$ cat config.mk
export PLATFORM = sky130hd
export DESIGN_NAME = plms_window
export DESIGN_NICKNAME = d
export VERILOG_FILES = /design/src/hdl/plms_pkg.sv /design/src/hdl/plms_cell.sv /design/src/hdl/plms_window.sv
export SDC_FILE = /design/constraint.sdc
export NUM_CORES = 1
export LEC_CHECK = 0
export BUFFER_PORTS_ARGS = -buffer_cell sky130_fd_sc_hd__buf_2
export CAP_MARGIN = 20
export CORE_MARGIN = 4
export CORE_UTILIZATION = 50
export CTS_CLUSTER_DIAMETER = 40
export CTS_CLUSTER_SIZE = 24
export DETAILED_ROUTE_END_ITERATION = 16
export PLACE_DENSITY = 0.69
export SYNTH_ARGS = -nofsm -noshare
export SYNTH_HDL_FRONTEND = slang
export SYNTH_HIERARCHICAL = 1
export SYNTH_SLANG_ARGS = --single-unit
export TNS_END_PERCENT = 20
$ cat constraint.sdc
create_clock -name i_clk -period 2.2 [get_ports i_clk]
set_input_delay 0.44 -clock i_clk [delete_from_list [all_inputs] [get_ports i_clk]]
set_output_delay 0.44 -clock i_clk [all_outputs]
set_load 0.01 [all_outputs]
$ cat src/hdl/plms_pkg.sv
package plms_pkg;

    localparam int MAX_ENTRIES_DEF    = 128;
    localparam int MAX_PHRASE_LEN_DEF = 32;
    localparam int LEN_W              = 6;

    localparam logic [1:0] CMD_WR_BYTE = 2'd0;
    localparam logic [1:0] CMD_SET_LEN = 2'd1;
    localparam logic [1:0] CMD_TEXT    = 2'd2;

    localparam logic [2:0] CL_NONE    = 3'd0;
    localparam logic [2:0] CL_WORD    = 3'd1;
    localparam logic [2:0] CL_SPACE   = 3'd2;
    localparam logic [2:0] CL_NEWLINE = 3'd3;
    localparam logic [2:0] CL_UTF8    = 3'd4;
    localparam logic [2:0] CL_PUNCT   = 3'd5;
    localparam logic [2:0] CL_RAW     = 3'd6;

    localparam logic KIND_TOKEN = 1'b0;
    localparam logic KIND_RAW   = 1'b1;

    typedef struct packed {
        logic [1:0] cmd;
        logic [6:0] entry_index;
        logic [4:0] char_offset;
        logic [5:0] phrase_length;
        logic [7:0] byte_value;
        logic       text_last;
    } t_in_item;

    typedef struct packed {
        logic        seg_kind;
        logic [31:0] seg_start;
        logic [31:0] seg_length;
        logic        burst_end;
        logic        text_end;
    } t_seg_item;

    // Control of the lookahead cell row.
    typedef struct packed {
        logic       load;
        logic       shift;
        logic [7:0] data;
    } t_win_ctl;

    function automatic logic [2:0] byte_class(input logic [7:0] b);
        logic [2:0] c;
        if ((b >= 8'h41 && b <= 8'h5a) || (b >= 8'h61 && b <= 8'h7a) ||
            (b >= 8'h30 && b <= 8'h39) || b == 8'h5f || b == 8'h27) begin
            c = CL_WORD;
        end else if (b == 8'h0a || b == 8'h0d) begin
            c = CL_NEWLINE;
        end else if (b == 8'h20 || b == 8'h09 || b == 8'h0b || b == 8'h0c) begin
            c = CL_SPACE;
        end else if (b >= 8'h80) begin
            c = CL_UTF8;
        end else if (b >= 8'h20 && b <= 8'h7e) begin
            c = CL_PUNCT;
        end else begin
            c = CL_RAW;
        end
        return c;
    endfunction

endpackage

$ cat src/hdl/plms_cell.sv
// One lookahead byte: loads a new text byte, takes its right neighbor's byte on
// a shift, and compares itself with the phrase byte at the same position.
module plms_cell (
    input  logic       i_clk,
    input  logic       i_load,
    input  logic       i_shift,
    input  logic [7:0] i_load_byte,
    input  logic [7:0] i_next_byte,
    input  logic [7:0] i_ref_byte,
    output logic [7:0] o_byte,
    output logic       o_eq
);

    logic [7:0] r_byte;

    always_ff @(posedge i_clk) begin
        if (i_load) begin
            r_byte <= i_load_byte;
        end else if (i_shift) begin
            r_byte <= i_next_byte;
        end
    end

    assign o_byte = r_byte;
    assign o_eq   = (r_byte == i_ref_byte);

endmodule

$ cat src/hdl/plms_window.sv
// Row of lookahead cells; cell 0 is the head of the window.
module plms_window #(
    parameter int MAX_PHRASE_LEN = plms_pkg::MAX_PHRASE_LEN_DEF,
    parameter int FW             = $clog2(MAX_PHRASE_LEN + 1)
) (
    input  logic                          i_clk,
    input  plms_pkg::t_win_ctl            i_ctl,
    input  logic [FW-1:0]                 i_fill,
    input  logic [8*MAX_PHRASE_LEN-1:0]   i_row,
    input  logic [plms_pkg::LEN_W-1:0]    i_len,
    output logic [7:0]                    o_head,
    output logic                          o_match
);

    logic [7:0]                cell_byte [MAX_PHRASE_LEN];
    logic [MAX_PHRASE_LEN-1:0] eq;
    logic [MAX_PHRASE_LEN-1:0] care;

    for (genvar i = 0; i < MAX_PHRASE_LEN; i++) begin : g_cell
        logic [7:0] next_byte;
        if (i == MAX_PHRASE_LEN - 1) begin : g_tail
            assign next_byte = 8'h00;
        end else begin : g_mid
            assign next_byte = cell_byte[i+1];
        end

        plms_cell u_cell (
            .i_clk       (i_clk),
            .i_load      (i_ctl.load && (i_fill == FW'(i))),
            .i_shift     (i_ctl.shift),
            .i_load_byte (i_ctl.data),
            .i_next_byte (next_byte),
            .i_ref_byte  (i_row[8*i +: 8]),
            .o_byte      (cell_byte[i]),
            .o_eq        (eq[i])
        );

        assign care[i] = (i < int'(i_len));
    end

    assign o_head  = cell_byte[0];
    assign o_match = &(eq | ~care);

endmodule

==> impl_results.md <==
* DR WL/cell at 20.66 um
* Final period utilization at 141.1%
* Register area share after synthesis at 49.43%
* Worst Hold Class: flip-flop to flip-flop
* Critical path arrival at 2660 ps
* Slew Limit Fails at 0
* CTS tree: done
* Yosys reg bits at 256
* Yosys warns at 6
* Setup TNS at -904.5 ps
* Share of cells above drive strength 1 at 50.52%
* Synth Instances at 1056
* IO Port Bufs at 287
* GR Util All Layers at 22.68%
* Relative slew margins at 36.18%
* Fin Clk Skew at 13.60 ps
* Top Ports at 288
* Vias per inst at 5.233
* Pwr/cell area at 721.9 nW/um^2
* Area after DPL at 18400 um^2
* # DRC at 0
* DR iter-0 viols at 500
* Post-CTS Hold Buffers at 0
* Max FFs per register at 256
* Floorplan row count at 64
* Slew @ Worst Pin at 957.3 ps
* Clock Latency Late Sink at 530 ps
* Max Cap Viol at 0
* EDFF count, synth at 256
* Die ar. at 33990 um^2
* Setup WS post-layout at -904.5 ps
* Syn avg cell area at 14.73 um^2
* CP Capture Type: output pin
* Peak VDD IR at 520.4 uV
* First-pass GRT wire length at 58.34 mm
* Fin cells at 1938
* Failing checks: setup timing
* Endpoints failing setup at 1
* FMAX at 322.1 MHz
* Largest net degree at the start of global routing at 33
* Cell variety after synth at 41
* Fraction of registers with async set/reset at 0%
* Leak at 7.760 nW
* Vias post-DR at 10140
* Clock Tree Buf Depth at 3
* CTS H-tree lvls at 2
* Fill cells at 2301
* Initial antenna violation count at 5
* CTS sink count at 256
* Gr ovfl total at 0
* Core Area at 30670 um^2
* WL final at 40.03 mm
* Dpl cells at 1858
* Startpoint types: flip-flop
* Min Tclk post-route at 3105 ps
* Post-DP HPWL at 29.41 mm
* RSZ-0062 raised after global routing: true
* Layout Utilization at 64.76%
* Vias in the first global route at 10640
* GP Congestion at 0.8870
* Critical path type: flip-flop to output pin
* Root Buffer: clkbuf_16
* Die Wd at 184.4 um
* Worst EP required at 1760 ps
* Max Fanout on Critical Path at 3
* Die Span Y at 184.4 um
* Hold Vio Cnt, Final at 0
* Post-route cell area at 19860 um^2
* Post-Syn Area at 15550 um^2
* Outcome: finished with violations
* DRT Pass-1 Iters at 5
* CTS buffer count at 41
* Predominant post-synthesis flop cell: edfxtp_1
* Area Overhead vs Synth at 27.70%
* Final #Nets at 1785
* ANT nets after route at 0
* Clock slew at reported path FFs at 60 ps
* Initial Util at 50.71%
-- cells in the final DEF, fill, tap and decap left out, types with 8 or more instances in the layout --
cell type	count
nor2_1	68
xnor2_1	256
nand4_1	64
edfxtp_1	256
clkbuf_16	41
or2_1	32
nand2_1	13
buf_2	286
buf_4	140
buf_12	13
mux2_4	256
conb_1	8
-- synthesized netlist by cell type (2+ instances only) --
master | number | area share, %
or2_1 | 32 | 1.3
nand4_1 | 64 | 2.6
edfxtp_1 | 256 | 49
nor2b_1 | 5 | 0.20
nor4_2 | 2 | 0.16
nand3_1 | 8 | 0.26
inv_1 | 2 | 0.048
a21oi_1 | 7 | 0.23
buf_6 | 34 | 2.5
nor3b_1 | 2 | 0.097
xnor2_1 | 256 | 14
mux2_4 | 256 | 25
clkbuf_1 | 4 | 0.097
and2_1 | 2 | 0.080
nand2b_1 | 7 | 0.28
o21ai_0 | 4 | 0.13
a31oi_1 | 3 | 0.12
nor2_1 | 71 | 1.7
o22ai_1 | 3 | 0.12
nand2_1 | 13 | 0.31
o211ai_1 | 4 | 0.19
a211oi_1 | 2 | 0.097
-- worst paths after layout --
path,start,to,slack (ps),depth (start not counted)
worst max-delay path,g_cell[4].u_cell/o_byte[4],o_match,-900,10
worst min register to register,g_cell[5].u_cell/o_byte[3],g_cell[4].u_cell/o_byte[3],590,1
worst max register to register,g_cell[10].u_cell/o_byte[4],g_cell[9].u_cell/o_byte[4],1040,2
worst min-delay path,g_cell[5].u_cell/o_byte[3],g_cell[4].u_cell/o_byte[3],590,1
-- cell type report --
cell class	instances	area (um^2)	area share [%]
repair buffers	439	2743	13.81
flip-flops and latches	256	7687	38.71
inverters	3	11.26	0.05670
diodes	4	10.01	0.05040
clock inverters	33	379.1	1.909
clock buffers	42	1030	5.185
multi-input cells	765	7505	37.79
well taps	396	495.5	2.495
-- logic make-up (layout without fill, tap and decap cells) --
kind of cell	Yosys count	in the layout	synth area share, %
XOR/XNOR	256	256	14.42
AO/OA/AOI/OAI	34	34	1.496
flip-flops	256	256	49.43
buffers and inverters	42	517	2.663
other	1	12	0.02411
AND/OR/NAND/NOR	211	211	7.257
multiplexers	256	256	24.71
-- worst max-delay path, cell delays in order (launching register included) --
cell	delay (ps)
edfxtp_1	410
xnor2_1	180
nand4_1	160
nor2_1	150
buf_4	150
nor2b_1	40
a2bb2oi_1	120
a311oi_1	250
o22ai_1	150
nor4_2	320
buf_4	190
-- layer usage --
metal	vias up	global-route usage [%]	routed length, um
met5	-	0	13
met4	2	6.241	856
met3	64	4.519	3014
met2	416	38.48	19230
met1	4864	29.83	16920
li1	4795	-	-
-- per-stage QoR --
step	power, mW	worst slack [ps]	hold slack, ps
finish	14.34	-904.5	587.8
global route	14.80	-989.8	600.5
CTS	14.46	-859.1	587.9
detailed placement	7.870	-558.8	586.3
global placement	7.815	-501.4	578.1
floorplan	7.030	5.440	576.8
-- power breakdown --
group          switching (mW)  internal (mW)
logic                   0.731           1.07
clock network            2.39           4.16
registers               0.237           5.75
total                    3.36           11.0
-- timing repair --
item,4_1_cts,5_1_grt
buffers inserted,1,0
resized for setup,8,1
pin swaps,11,3
setup endpoints to repair,1,1
Power figures use the tool's default switching activity.
